===== config.mk =====
export PLATFORM = sky130hd
export DESIGN_NAME = gregorian_date_offset_and_difference
export DESIGN_NICKNAME = d
export VERILOG_FILES = /design/src/gdod_pkg.sv /design/src/gdod_ctrl.sv /design/src/gdod_dp.sv /design/src/gregorian_date_offset_and_difference.sv
export VERILOG_INCLUDE_DIRS = /design/src /design/src/src
export SDC_FILE = /design/constraint.sdc
export NUM_CORES = 2
export LEC_CHECK = 0
export ABC_AREA = 0
export BUFFER_PORTS_ARGS = -buffer_cell sky130_fd_sc_hd__buf_4
export CAP_MARGIN = 40
export CORE_MARGIN = 3
export CORE_UTILIZATION = 55
export DETAILED_ROUTE_END_ITERATION = 16
export MAX_ROUTING_LAYER = met4
export PLACE_DENSITY = 0.72
export SLEW_MARGIN = 5
export SYNTH_ARGS = -nofsm -noshare
export SYNTH_HDL_FRONTEND = slang
export SYNTH_SLANG_ARGS = --single-unit

===== constraint.sdc =====
create_clock -name clk -period 16.05 [get_ports clk]
set_clock_uncertainty 0.2 [all_clocks]
set_input_delay 1.605 -clock clk [delete_from_list [all_inputs] [get_ports clk]]
set_output_delay 1.605 -clock clk [all_outputs]
set_load 0.01 [all_outputs]

===== src/assert_macros.svh =====
// Assertion helpers for the calendar block; they expand to nothing for synthesis.
// Each use names the label, the antecedent, the consequent and the message.
`ifndef ASSERT_MACROS_SVH
`define ASSERT_MACROS_SVH
`ifndef SYNTHESIS
`define GDOD_ASSERT_IMPL(label, ante, cons, msg) \
	label: assert property (@(posedge clk) disable iff (!arst_n) (ante) |-> (cons)) \
		else $error(msg);
`define GDOD_ASSERT_NEXT(label, ante, cons, msg) \
	label: assert property (@(posedge clk) disable iff (!arst_n) (ante) |=> (cons)) \
		else $error(msg);
`else
`define GDOD_ASSERT_IMPL(label, ante, cons, msg)
`define GDOD_ASSERT_NEXT(label, ante, cons, msg)
`endif
`endif


===== src/gdod_pkg.sv =====
package gdod_pkg;

	// day counts from 1 January of year 0 stay below 2^23 for any supported span
	localparam int unsigned DAYS_W = 24;
	// year counter reaches base year plus span
	localparam int unsigned YCNT_W = 14;

	// floor(x / 100) for x below 2^13: (x * 5243) >> 19
	localparam logic [12:0]  DIV100_MUL   = 13'd5243;
	localparam int unsigned  DIV100_SHIFT = 19;
	// floor(x / 7) for x below 2^24: (x * 19173962) >> 27
	localparam logic [24:0]  MOD7_MUL     = 25'd19173962;
	localparam int unsigned  MOD7_SHIFT   = 27;

	typedef enum logic {
		OP_ADD  = 1'b0,
		OP_DIFF = 1'b1
	} op_t;

	typedef enum logic [3:0] {
		ST_IDLE,
		ST_PREP,
		ST_CLAMP,
		ST_ABS,
		ST_SPLIT,
		ST_YEAR,
		ST_MONTH,
		ST_WQ,
		ST_WR,
		ST_DONE
	} state_t;

	// one request as taken from the input side
	typedef struct packed {
		op_t         opcode;
		logic [4:0]  day_of_month;
		logic [3:0]  month;
		logic [11:0] year;
		logic [18:0] day_offset;
		logic [4:0]  other_day;
		logic [3:0]  other_month;
		logic [11:0] other_year;
	} req_t;

	// one result as handed to the output register
	typedef struct packed {
		logic [4:0]  out_day;
		logic [3:0]  out_month;
		logic [11:0] out_year;
		logic [2:0]  weekday;
		logic [8:0]  yday;
		logic [18:0] day_difference;
		logic        out_of_range;
	} res_t;

	// controller to datapath
	typedef struct packed {
		logic capture;
		logic prep;
		logic clamp;
		logic absd;
		logic split;
		logic year_step;
		logic month_step;
		logic wd_mul;
		logic wd_rem;
		logic emit;
	} cmd_t;

	// datapath to controller
	typedef struct packed {
		op_t  op;
		logic split_oor;
		logic year_done;
		logic month_done;
	} sts_t;

	function automatic logic [6:0] div100(input logic [12:0] x);
		logic [25:0] p;
		p = 26'(x) * 26'(DIV100_MUL);
		return 7'(p >> DIV100_SHIFT);
	endfunction

	// month length, month in 1..12
	function automatic logic [4:0] month_len(input logic [3:0] m, input logic leap);
		logic [4:0] l;
		case (m)
			4'd2: begin
				l = leap ? 5'd29 : 5'd28;
			end
			4'd4, 4'd6, 4'd9, 4'd11: begin
				l = 5'd30;
			end
			default: begin
				l = 5'd31;
			end
		endcase
		return l;
	endfunction

	// days in the year before the first of month m
	function automatic logic [8:0] days_before_month(input logic [3:0] m, input logic leap);
		logic [8:0] s;
		case (m)
			4'd1:    s = 9'd0;
			4'd2:    s = 9'd31;
			4'd3:    s = 9'd59;
			4'd4:    s = 9'd90;
			4'd5:    s = 9'd120;
			4'd6:    s = 9'd151;
			4'd7:    s = 9'd181;
			4'd8:    s = 9'd212;
			4'd9:    s = 9'd243;
			4'd10:   s = 9'd273;
			4'd11:   s = 9'd304;
			4'd12:   s = 9'd334;
			default: s = 9'd0;
		endcase
		if (leap && (m > 4'd2)) begin
			s = s + 9'd1;
		end
		return s;
	endfunction

endpackage


===== src/gdod_ctrl.sv =====
module gdod_ctrl (
	input  logic              clk,
	input  logic              arst_n,
	input  logic              in_valid,
	output logic              in_ready,
	input  logic              out_free,
	input  gdod_pkg::sts_t    sts,
	output gdod_pkg::cmd_t    cmd
);

	gdod_pkg::state_t state_q;
	gdod_pkg::state_t state_d;

	// state register
	always_ff @(posedge clk or negedge arst_n) begin
		if (!arst_n) begin
			state_q <= gdod_pkg::ST_IDLE;
		end else begin
			state_q <= state_d;
		end
	end

	// next state
	always_comb begin
		state_d = state_q;
		case (state_q)
			gdod_pkg::ST_IDLE: begin
				if (in_valid) state_d = gdod_pkg::ST_PREP;
			end
			gdod_pkg::ST_PREP:  state_d = gdod_pkg::ST_CLAMP;
			gdod_pkg::ST_CLAMP: state_d = gdod_pkg::ST_ABS;
			gdod_pkg::ST_ABS:   state_d = gdod_pkg::ST_SPLIT;
			gdod_pkg::ST_SPLIT: begin
				if (sts.op == gdod_pkg::OP_DIFF) begin
					state_d = gdod_pkg::ST_WQ;
				end else if (sts.split_oor) begin
					state_d = gdod_pkg::ST_DONE;
				end else begin
					state_d = gdod_pkg::ST_YEAR;
				end
			end
			gdod_pkg::ST_YEAR: begin
				if (sts.year_done) state_d = gdod_pkg::ST_MONTH;
			end
			gdod_pkg::ST_MONTH: begin
				if (sts.month_done) state_d = gdod_pkg::ST_WQ;
			end
			gdod_pkg::ST_WQ: state_d = gdod_pkg::ST_WR;
			gdod_pkg::ST_WR: state_d = gdod_pkg::ST_DONE;
			gdod_pkg::ST_DONE: begin
				if (out_free) state_d = gdod_pkg::ST_IDLE;
			end
			default: state_d = gdod_pkg::ST_IDLE;
		endcase
	end

	// commands
	always_comb begin
		cmd      = '0;
		in_ready = 1'b0;
		case (state_q)
			gdod_pkg::ST_IDLE: begin
				in_ready    = 1'b1;
				cmd.capture = in_valid;
			end
			gdod_pkg::ST_PREP:  cmd.prep       = 1'b1;
			gdod_pkg::ST_CLAMP: cmd.clamp      = 1'b1;
			gdod_pkg::ST_ABS:   cmd.absd       = 1'b1;
			gdod_pkg::ST_SPLIT: cmd.split      = 1'b1;
			gdod_pkg::ST_YEAR:  cmd.year_step  = 1'b1;
			gdod_pkg::ST_MONTH: cmd.month_step = 1'b1;
			gdod_pkg::ST_WQ:    cmd.wd_mul     = 1'b1;
			gdod_pkg::ST_WR:    cmd.wd_rem     = 1'b1;
			gdod_pkg::ST_DONE:  cmd.emit       = out_free;
			default: begin
				cmd = '0;
			end
		endcase
	end

endmodule


===== src/gdod_dp.sv =====
`include "assert_macros.svh"

module gdod_dp #(
	parameter int unsigned BASE_YEAR = 1900,
	parameter int unsigned YEAR_SPAN = 512
) (
	input  logic              clk,
	input  logic              arst_n,
	input  gdod_pkg::req_t    req,
	input  gdod_pkg::cmd_t    cmd,
	output gdod_pkg::sts_t    sts,
	output gdod_pkg::res_t    res
);

	localparam int unsigned DW         = gdod_pkg::DAYS_W;
	localparam int unsigned YW         = gdod_pkg::YCNT_W;
	localparam int unsigned END_YEAR   = BASE_YEAR + YEAR_SPAN;
	localparam int unsigned BASE_DAYS  = 365 * BASE_YEAR + (BASE_YEAR + 3) / 4
		- (BASE_YEAR + 99) / 100 + (BASE_YEAR + 399) / 400;
	localparam int unsigned END_DAYS   = 365 * END_YEAR + (END_YEAR + 3) / 4
		- (END_YEAR + 99) / 100 + (END_YEAR + 399) / 400;
	localparam int unsigned SPAN_DAYS  = END_DAYS - BASE_DAYS;
	localparam int unsigned BASE_MOD4  = BASE_YEAR % 4;
	localparam int unsigned BASE_MOD100 = BASE_YEAR % 100;
	localparam int unsigned BASE_MOD400 = BASE_YEAR % 400;

	// clamp month and day; returns {month, day, day of year}
	function automatic logic [17:0] clamp_date(input logic [4:0] d, input logic [3:0] m,
		input logic [11:0] y, input logic [6:0] qa);
		logic [11:0] h;
		logic        leap;
		logic [3:0]  mc;
		logic [4:0]  ml;
		logic [4:0]  dc;
		logic [8:0]  od;
		h    = 12'({5'd0, qa} * 12'd100);
		leap = (y[1:0] == 2'd0) && ((y != h) || (qa[1:0] == 2'd0));
		if (m == 4'd0) begin
			mc = 4'd1;
		end else if (m > 4'd12) begin
			mc = 4'd12;
		end else begin
			mc = m;
		end
		ml = gdod_pkg::month_len(mc, leap);
		if (d == 5'd0) begin
			dc = 5'd1;
		end else if (d > ml) begin
			dc = ml;
		end else begin
			dc = d;
		end
		od = gdod_pkg::days_before_month(mc, leap) + 9'(dc);
		return {mc, dc, od};
	endfunction

	// days from 1 January of year 0 to the given date
	function automatic logic [DW-1:0] abs_days(input logic [11:0] y, input logic [6:0] qb,
		input logic [6:0] qc, input logic [8:0] od);
		logic [DW-1:0] s;
		s = DW'(y) * DW'(365) + DW'((13'(y) + 13'd3) >> 2) - DW'(qb) + DW'(qc >> 2);
		return s + DW'(od) - DW'(1);
	endfunction

	gdod_pkg::req_t req_q;
	logic [6:0]     qa1_q, qb1_q, qc1_q, qa2_q, qb2_q, qc2_q;
	logic [3:0]     mc1_q;
	logic [4:0]     dc1_q;
	logic [8:0]     od1_q, od2_q;
	logic [DW-1:0]  abs1_q, abs2_q;
	logic [DW-1:0]  cnt_q;
	logic [DW-1:0]  wx_q;
	logic [DW-1:0]  q7_q;
	logic [YW-1:0]  yr_q;
	logic [1:0]     r4_q;
	logic [6:0]     r100_q;
	logic [8:0]     r400_q;
	logic [3:0]     rm_q;
	logic [4:0]     rd_q;
	logic [8:0]     doy_q;
	logic [2:0]     wd_q;
	logic [18:0]    diff_q;
	logic           oor_q;

	logic [17:0]        cl1, cl2;
	logic signed [25:0] off_s, n_s, v_s;
	logic               add_oor;
	logic               v_hi, v_lo;
	logic [18:0]        v_sat;
	logic               yin1, yin2;
	logic               leap_c;
	logic [8:0]         ylen;
	logic [4:0]         mlen;
	logic [48:0]        prod7;
	logic [DW-1:0]      q7x7;

	assign cl1 = clamp_date(req_q.day_of_month, req_q.month, req_q.year, qa1_q);
	assign cl2 = clamp_date(req_q.other_day, req_q.other_month, req_q.other_year, qa2_q);

	// offset path: day count relative to the base year
	assign off_s   = {{7{req_q.day_offset[18]}}, req_q.day_offset};
	assign n_s     = $signed({2'b00, abs1_q}) + off_s - $signed(26'(BASE_DAYS));
	assign add_oor = n_s[25] || (n_s[24:0] >= 25'(SPAN_DAYS));

	// difference path with saturation to 19 bits
	assign v_s   = $signed({2'b00, abs1_q}) - $signed({2'b00, abs2_q});
	assign v_hi  = v_s > $signed(26'sd262143);
	assign v_lo  = v_s < -$signed(26'sd262144);
	assign v_sat = v_hi ? 19'h3FFFF : (v_lo ? 19'h40000 : v_s[18:0]);
	assign yin1  = ({2'b00, req_q.year} >= YW'(BASE_YEAR))
		&& ({2'b00, req_q.year} < YW'(END_YEAR));
	assign yin2  = ({2'b00, req_q.other_year} >= YW'(BASE_YEAR))
		&& ({2'b00, req_q.other_year} < YW'(END_YEAR));

	// year and month stepping
	assign leap_c = (r4_q == 2'd0) && ((r100_q != 7'd0) || (r400_q == 9'd0));
	assign ylen   = leap_c ? 9'd366 : 9'd365;
	assign mlen   = gdod_pkg::month_len(rm_q, leap_c);

	// weekday by reciprocal of seven
	assign prod7 = 49'(wx_q) * 49'(gdod_pkg::MOD7_MUL);
	assign q7x7  = DW'(q7_q * DW'(7));

	assign sts.op         = req_q.opcode;
	assign sts.split_oor  = add_oor;
	assign sts.year_done  = cnt_q < DW'(ylen);
	assign sts.month_done = (rm_q == 4'd12) || (cnt_q < DW'(mlen));

	assign res.out_day        = rd_q;
	assign res.out_month      = rm_q;
	assign res.out_year       = yr_q[11:0];
	assign res.weekday        = wd_q;
	assign res.yday           = doy_q;
	assign res.day_difference = diff_q;
	assign res.out_of_range   = oor_q;

	// request capture, year quotients, clamped dates and absolute day counts
	always_ff @(posedge clk) begin
		if (cmd.capture) begin
			req_q <= req;
		end
		if (cmd.prep) begin
			qa1_q <= gdod_pkg::div100({1'b0, req_q.year});
			qb1_q <= gdod_pkg::div100(13'({1'b0, req_q.year}) + 13'd99);
			qc1_q <= gdod_pkg::div100(13'({1'b0, req_q.year}) + 13'd399);
			qa2_q <= gdod_pkg::div100({1'b0, req_q.other_year});
			qb2_q <= gdod_pkg::div100(13'({1'b0, req_q.other_year}) + 13'd99);
			qc2_q <= gdod_pkg::div100(13'({1'b0, req_q.other_year}) + 13'd399);
		end
		if (cmd.clamp) begin
			{mc1_q, dc1_q, od1_q} <= cl1;
			// only the ordinal of the second date is needed
			od2_q <= cl2[8:0];
		end
		if (cmd.absd) begin
			abs1_q <= abs_days(req_q.year, qb1_q, qc1_q, od1_q);
			abs2_q <= abs_days(req_q.other_year, qb2_q, qc2_q, od2_q);
		end
	end

	// result registers and stepping counters
	always_ff @(posedge clk) begin
		if (cmd.split) begin
			wd_q   <= 3'd0;
			r4_q   <= 2'(BASE_MOD4);
			r100_q <= 7'(BASE_MOD100);
			r400_q <= 9'(BASE_MOD400);
			cnt_q  <= n_s[DW-1:0];
			if (req_q.opcode == gdod_pkg::OP_DIFF) begin
				rd_q   <= dc1_q;
				rm_q   <= mc1_q;
				yr_q   <= {2'b00, req_q.year};
				doy_q  <= od1_q;
				diff_q <= v_sat;
				oor_q  <= !yin1 || !yin2 || v_hi || v_lo;
				wx_q   <= abs1_q + DW'(6);
			end else begin
				rd_q   <= 5'd0;
				rm_q   <= 4'd0;
				yr_q   <= add_oor ? YW'(0) : YW'(BASE_YEAR);
				doy_q  <= 9'd0;
				diff_q <= 19'd0;
				oor_q  <= add_oor;
				wx_q   <= n_s[DW-1:0] + DW'(BASE_DAYS) + DW'(6);
			end
		end
		if (cmd.year_step) begin
			if (!sts.year_done) begin
				cnt_q  <= cnt_q - DW'(ylen);
				yr_q   <= yr_q + YW'(1);
				r4_q   <= r4_q + 2'd1;
				r100_q <= (r100_q == 7'd99) ? 7'd0 : r100_q + 7'd1;
				r400_q <= (r400_q == 9'd399) ? 9'd0 : r400_q + 9'd1;
			end else begin
				doy_q <= 9'(cnt_q) + 9'd1;
				rm_q  <= 4'd1;
			end
		end
		if (cmd.month_step) begin
			if (!sts.month_done) begin
				cnt_q <= cnt_q - DW'(mlen);
				rm_q  <= rm_q + 4'd1;
			end else begin
				rd_q <= 5'(cnt_q) + 5'd1;
			end
		end
		if (cmd.wd_mul) begin
			q7_q <= DW'(prod7 >> gdod_pkg::MOD7_SHIFT);
		end
		if (cmd.wd_rem) begin
			wd_q <= 3'(wx_q - q7x7);
		end
	end

	`GDOD_ASSERT_IMPL(a_month_span, cmd.month_step, (rm_q >= 4'd1) && (rm_q <= 4'd12), "month counter outside 1 to 12")
	`GDOD_ASSERT_IMPL(a_year_bound, cmd.year_step, yr_q < YW'(END_YEAR), "year counter ran past the span")
	`GDOD_ASSERT_NEXT(a_weekday_rng, cmd.wd_rem, wd_q <= 3'd6, "weekday remainder above six")

endmodule


===== src/gregorian_date_offset_and_difference.sv =====
// Gregorian date arithmetic on a stream: tuser 0 adds a signed day offset to a date and
// returns the new date with its weekday (Sunday 0) and day of year; tuser 1 returns the
// first date minus the second in days, saturated to 19 bits, and echoes the first date.
// Months and days out of range are clamped; out_of_range flags a result outside
// BASE_YEAR .. BASE_YEAR+YEAR_SPAN-1; for a difference also either year outside it or a
// saturated count. One request is in flight at a time. Each passes the prep, clamp,
// absolute-day and split states; a difference goes to the weekday states, an offset
// that lands outside the span goes straight to done, and any other offset steps one
// year at a time from BASE_YEAR to the result year and one month at a time to the
// result month. A result not yet taken holds the block in done. The result sits in
// an output register, so the next request is taken while it waits for its transfer.
`include "assert_macros.svh"

module gregorian_date_offset_and_difference #(
	parameter int unsigned BASE_YEAR = 1900,
	parameter int unsigned YEAR_SPAN = 512
) (
	input  logic        clk,
	input  logic        arst_n,
	input  logic        s_axis_tvalid,
	output logic        s_axis_tready,
	// day_of_month, month, year, day_offset, other_day, other_month, other_year
	input  logic [63:0] s_axis_tdata,
	// opcode
	input  logic [0:0]  s_axis_tuser,
	output logic        m_axis_tvalid,
	input  logic        m_axis_tready,
	// out_day, out_month, out_year, weekday, yday, day_difference
	output logic [55:0] m_axis_tdata,
	// out_of_range
	output logic [0:0]  m_axis_tuser
);

	gdod_pkg::req_t req;
	gdod_pkg::res_t res;
	gdod_pkg::cmd_t cmd;
	gdod_pkg::sts_t sts;
	logic           out_free;
	logic           m_tvalid_q;
	logic [55:0]    m_tdata_q;
	logic [0:0]     m_tuser_q;

	// unpack the request
	assign req.opcode       = gdod_pkg::op_t'(s_axis_tuser[0]);
	assign req.day_of_month = s_axis_tdata[4:0];
	assign req.month        = s_axis_tdata[8:5];
	assign req.year         = s_axis_tdata[20:9];
	assign req.day_offset   = s_axis_tdata[39:21];
	assign req.other_day    = s_axis_tdata[44:40];
	assign req.other_month  = s_axis_tdata[48:45];
	assign req.other_year   = s_axis_tdata[60:49];

	gdod_ctrl u_ctrl (
		.clk      (clk),
		.arst_n   (arst_n),
		.in_valid (s_axis_tvalid),
		.in_ready (s_axis_tready),
		.out_free (out_free),
		.sts      (sts),
		.cmd      (cmd)
	);

	gdod_dp #(
		.BASE_YEAR (BASE_YEAR),
		.YEAR_SPAN (YEAR_SPAN)
	) u_dp (
		.clk    (clk),
		.arst_n (arst_n),
		.req    (req),
		.cmd    (cmd),
		.sts    (sts),
		.res    (res)
	);

	// output register, free once its transfer completes
	assign out_free = !m_tvalid_q || m_axis_tready;

	always_ff @(posedge clk or negedge arst_n) begin
		if (!arst_n) begin
			m_tvalid_q <= 1'b0;
		end else if (cmd.emit) begin
			m_tvalid_q <= 1'b1;
		end else if (m_axis_tready) begin
			m_tvalid_q <= 1'b0;
		end
	end

	always_ff @(posedge clk) begin
		if (cmd.emit) begin
			m_tdata_q <= {4'd0, res.day_difference, res.yday, res.weekday,
				res.out_year, res.out_month, res.out_day};
			m_tuser_q <= res.out_of_range;
		end
	end

	assign m_axis_tvalid = m_tvalid_q;
	assign m_axis_tdata  = m_tdata_q;
	assign m_axis_tuser  = m_tuser_q;

	`GDOD_ASSERT_IMPL(a_emit_free, cmd.emit, !m_tvalid_q || m_axis_tready, "result loaded over one not yet taken")

endmodule

After elaboration in Yosys (flattened, before gate mapping)
Memory sizes are Yosys's and may differ from the RTL's. Cells that the tools add are included.

Bits in registers: 378. Memories: 2. Logic and storage cells: 253. Memory bits (read-only): 288.

Bitwise operators: 1. Mux-type cells: 78. Equal/unequal tests: 33. Add/sub/neg operators: 36. $mul: 12. Magnitude comparators: 15. Reduce and logical (&&, ||, !) cells: 38.

Memory list: (name not given) (words 16, bits a word 9, rd ports 1, clocked after memory_dff 0, write ports 0, RTL line gdod_pkg.sv:104) `case (m)`; (name not given) (words 16, bits a word 9, rd ports 1, clocked after memory_dff 0, write ports 0, RTL line gdod_pkg.sv:104).

Operators with widths (number): two-way mux 24 bit (6); multiplier 13 x 13 -> 26 bit, second input constant (4); two-way mux 9 bit (10); two-way mux 4 bit (16); two-way mux 14 bit (4); multiplier 12 x 13 -> 25 bit, second input constant (2); adder 24 x 3 -> 24 bit, second input constant (2); adder 24 x 5 -> 24 bit (2); adder 24 x 9 -> 24 bit (2); multiplier 24 x 24 -> 48 bit, second input constant (1); subtractor 24 x 1 -> 24 bit, second input constant (2); subtractor 24 x 7 -> 24 bit (2); adder 21 x 22 -> 23 bit (2); multiplier 12 x 9 -> 21 bit, second input constant (2); equality test 4 x 3 -> 1 bit, second input constant (10); two-way mux 5 bit (8); case mux 4 bit (10 select lines) (1); adder 9 x 1 -> 9 bit, second input constant (4); equality test 4 bit, second input constant (9); case mux 5 bit (2 select lines) (3); two-way mux 7 bit (4); adder 12 x 2 -> 13 bit, second input constant (2); adder 12 x 7 -> 13 bit, second input constant (2); adder 12 x 9 -> 13 bit, second input constant (2); other kinds (51) (111).

Logic depth before layout (Yosys ltp)
Depth in word-level cells: 10. Mapped depth: 31.

By module
Synthesis repeated with hierarchy kept, for this count alone.

Cell total of the unflattened synthesis: 5419. Area, all modules: 52653.0 um2.

Modules (own cells, without submodules): gdod_dp (area an instance 50617.3 um2, instances 1, cells an instance 5312); gregorian_date_offset_and_difference (area an instance 1672.9 um2, instances 1, cells an instance 61); gdod_ctrl (area an instance 362.8 um2, instances 1, cells an instance 46).

Least setup slack after synthesis
No wires, ideal clock.

Path type: flip-flop to flip-flop. Start: reg u_dp.req_q[2] (netlist bit). End: reg u_dp.abs2_q[22] (data pin). Stages on the path, launching flop included: 29. Path slack: 8.760 ns. Period minus slack after synthesis: 7.290 ns. Data required time: 15.579 ns. Arrival time: 6.819 ns. Cell sequence: edfxtp_1 clkbuf_1 inv_1 ha_1 inv_1 ha_1 fa_1 fa_1 inv_1 fa_1 inv_1 ha_1 o41ai_1 nor2b_1 o21ai_0 nand2b_1 a21oi_1 o21ba_2 xnor2_1 ha_1 ha_1 and2_1 a31o_2 a41o_1 o21ai_0 nand2b_1 a41o_1 a2111oi_0 xnor2_1.

Cells in the longest elaborated chain, start to end: 6. Elaborated cells between the ends (all ways): 7. Those cells by class: 6 x add/sub; 1 x mul.

Ends and longest elaborated chain: start, declared (RTL line gdod_dp.sv:65) `gdod_pkg::req_t req_q;`; start signal, assigned (RTL line gdod_dp.sv:140) `req_q <= req;`; multiplier 12 x 9 -> 21 bit / adder 12 x 2 -> 13 bit (equally long branches) (RTL line gdod_dp.sv:61) `s = DW'(y) * DW'(365) + DW'((13'(y) + 13'd3) >> 2) - DW'(qb) + DW'(qc >> 2);`; adder 21 x 22 -> 23 bit * (RTL line gdod_dp.sv:61); subtractor 24 x 7 -> 24 bit * (RTL line gdod_dp.sv:61); adder 24 x 5 -> 24 bit * (RTL line gdod_dp.sv:61); adder 24 x 9 -> 24 bit * (RTL line gdod_dp.sv:62) `return s + DW'(od) - DW'(1);`; subtractor 24 x 1 -> 24 bit * (RTL line gdod_dp.sv:62); end signal, assigned (RTL line gdod_dp.sv:157) `abs2_q <= abs_days(req_q.other_year, qb2_q, qc2_q, od2_q);`; end, declared (RTL line gdod_dp.sv:70) `logic [DW-1:0] abs1_q, abs2_q;`.

Mark *: on every way between the ends. The rest lies on a longest branch, timed or not. A chain may end at the register's enable or synchronous reset.

Worst setup path after layout
Same ends and word-level chain as after synthesis.

==> results by group <==
Clock network
  • H-tree level count: 2
  • CTS Buf Count: 43
  • Clock root cell: clkbuf_16
  • Longest Clk Path Bufs: 3
  • Post-CTS Hold Buffers: 0
  • CTS tree: done
  • Post-CTS sizing: 0
  • Post-CTS Setup Inserts: 0
  • Clk Latency, worst-skew pair: 0.60 ns
  • Clock slew at reported path FFs: 0.06 ns
  • CTS sink cnt: 353

STA
  • Setup violations, final: 0
  • Final period utilization: 0.512
  • Fmax achieved: 0.122 GHz
  • Fin crit period: 8.22 ns
  • Final slew viol count: 0
  • Setup TNS: 0 ns
  • Pin slew with the least headroom to its limit: 0.918 ns
  • Worst slew margin: 0.384
  • Hold Fails Final Rpt: 0
  • RSZ-0062 raised after global routing: false

Die
  • Initial Utilization: 0.556
  • Die height: 311 microns
  • Die X: 311 microns
  • Die Area: 0.0965 sq mm
  • Core area: 0.0918 sq mm
  • Row count: 111
  • Ports: 128

Synthesis
  • Synth area leaders: ha_1 26%, fa_1 21%, edfxtp_1 16%
  • Area leader, netlist: ha_1
  • Syn avg cell area: 9.80 sq um
  • Area fraction of the dominant cell type after synthesis: 0.260
  • Post-synth EDFFs: 276
  • Post-synth top cells: 1167 x inv_1, 1060 x ha_1, 523 x fa_1
  • #FFs+latches synth: 353
  • Post-synthesis sequential area ratio: 0.193
  • Post-synthesis cell area: 0.0510 sq mm
  • Distinct cells, synth: 99
  • Fraction of registers with async set or reset after synthesis: 0.0142
  • Mapped Cells: 5208
  • Cell with the most instances after synthesis: inv_1
  • Yosys warns: 0
  • Synth Flop Type: edfxtp_1

GRT
  • Overall Global Routing Usage: 0.248
  • Gr ovfl total: 0
  • Largest net degree at the start of global routing: 64
  • Initial antenna violation count: 1
  • First-pass GRT wire length: 189000 microns
  • Vias in the first global route: 37.1k

Status
  • Status: complete, no violations

Route
  • Routed Antenna Nets: 0
  • DRC viols: 0
  • Routed WL per cell: 17.3 microns
  • Routed via count: 36.0k
  • Routed WL: 114000 microns
  • Starting DRT DRC Count: 2105
  • DR vias/cell: 5.45
  • First drt pass iteration count: 6

Worst setup path
  • Worst setup EP type: flip-flop
  • Critical path required time: 16.17 ns
  • Reg2reg setup slack: 7.83 ns
  • Reg-to-reg endpoint: u_dp.abs2_q[22]
  • R2R cell count: 27
  • Startpoint Class: flip-flop
  • Arrival @ worst endpoint: 8.34 ns
  • Crit Path Category: flip-flop to flip-flop
  • Crit Reg-Reg Startpoint: u_dp.req_q[2]
  • Crit-path max FO: 13

Finish
  • Fill count: 7752
  • Register area: 0.00985 sq mm
  • Number of nets in the layout: 6992
  • Layout cells sized above 1: 0.0553
  • Multi-input logic area: 0.0364 sq mm
  • Area grow syn2layout: 7.74%
  • Design Area, Final: 0.0550 sq mm

Worst hold path
  • Worst Hold Class: flip-flop to flip-flop
  • Hold Crit Depth: 0
  • Hold EP: m_axis_tdata[44]
  • Hold Crit Start: u_dp.diff_q[11]

Placement
  • Dpl hpwl: 95600 microns
  • RD Place Congestion: 0.917
  • # port buffers: 120
  • Post-Place Cell Area: 0.0535 sq mm

Run
  • Max Cap Viol: 0
metrics by stage:
| stage | instances | util | setup slack (ns) | hold WS, ns |
|---|---|---|---|---|
| floorplan | 5211 | - | 8.76 | 0.200 |
| global placement | 6521 | 0.582 | 7.60 | 0.202 |
| detailed placement | 6537 | 0.583 | 7.85 | 0.205 |
| CTS | 6614 | 0.599 | 7.81 | 0.213 |
| global route | 6616 | 0.599 | 7.27 | 0.215 |
| finish | 6616 | 0.599 | 7.83 | 0.212 |
area by class of cell:
| type | count | share of cell area |
|---|---|---|
| multi-input cells | 3603 | 0.663 |
| flip-flops and latches | 353 | 0.179 |
| inverters | 1167 | 0.0797 |
| well taps | 1243 | 0.0283 |
| repair buffers | 172 | 0.0239 |
| clock buffers | 51 | 0.0209 |
| clock inverters | 26 | 0.00496 |
| diodes | 1 | 0.0000455 |
critical path, stage by stage (launching register included):
cell	delay, ns
edfxtp_1	0.85
inv_1	0.24
ha_1	0.33
inv_1	0.26
ha_1	0.32
fa_1	0.51
fa_1	0.54
inv_1	0.05
fa_1	0.52
inv_1	0.04
ha_1	0.21
o41ai_1	0.65
nor2b_1	0.09
o21ai_0	0.17
nand2b_1	0.10
a21oi_1	0.17
o21ba_2	0.18
xnor2_1	0.12
ha_1	0.25
ha_1	0.37
and2_1	0.19
a31o_2	0.22
a41o_1	0.23
o21ai_0	0.15
nand2b_1	0.12
a41o_1	0.27
a2111oi_0	0.48
xnor2_1	0.11
metal layers:
metal / vias up / track usage / wire length, microns
met3: 188 / 0.0258 / 4530
met4: 0 / 0.0757 / 3760
met5: - / - / 0
met1: 17500 / 0.323 / 51200
met2: 704 / 0.410 / 54800
li1: 17600 / - / -
registers in the layout (all words and copies together) (netlist names), 12 cells and up:
register	count
u_dp.req_q	42
u_dp.yr_q	12
u_dp.off_s	19
u_dp.abs2_q	24
u_dp.cnt_q	24
u_dp.diff_q	19
m_axis_tdata	52
u_dp.wx_q	24
u_dp.abs1_q	24
worst max path at each step:
stage	slack, ns	end	cells after the start	from
2_1_floorplan	8.76	u_dp.abs2_q[22]	28	u_dp.req_q[2]
3_3_place_gp	7.60	u_dp.qb2_q[5]	23	u_dp.req_q[0]
3_5_place_dp	7.85	u_dp.abs2_q[22]	27	u_dp.req_q[2]
4_1_cts	7.81	u_dp.abs2_q[22]	27	u_dp.req_q[2]
5_1_grt	7.27	u_dp.qb2_q[5]	25	u_dp.req_q[0]
6_report	7.83	u_dp.abs2_q[22]	27	u_dp.req_q[2]
cell usage in the layout (no fill, tap or decap), types with 22 or more instances in the layout:
| master | count |
|---|---|
| nor3_1 | 63 |
| nand2b_1 | 37 |
| and3_1 | 46 |
| nand3_1 | 99 |
| edfxtp_1 | 276 |
| clkbuf_16 | 43 |
| a21oi_1 | 178 |
| fa_1 | 523 |
| a31oi_1 | 46 |
| nand4_1 | 25 |
| ha_1 | 1060 |
| nor3b_1 | 23 |
| a21o_1 | 73 |
| buf_4 | 168 |
| nand2_1 | 225 |
| inv_1 | 1166 |
| dfxtp_1 | 72 |
| a211oi_1 | 32 |
| nor2_1 | 197 |
| nor4_1 | 22 |
| o211ai_1 | 30 |
| o21a_1 | 29 |
| xor2_1 | 85 |
| o21ai_0 | 199 |
| xnor2_1 | 258 |
| nor2b_1 | 36 |
logic make-up (layout without fill, tap and decap cells):
group / after synthesis / in the layout / share of synthesized area
flops: 353 / 353 / 0.193
mux: 21 / 21 / 0.00434
simple gates: 873 / 873 / 0.0855
fa+ha+maj: 1584 / 1584 / 0.465
other cells: 1 / 5 / 0.0000735
buf+inv: 1255 / 1416 / 0.0934
xor+xnor: 344 / 344 / 0.0592
compound gates: 777 / 777 / 0.0989
Power is left out: the tool's default activity adds up to more than one toggle a clock period on the data nets, which glitch-free logic cannot reach.
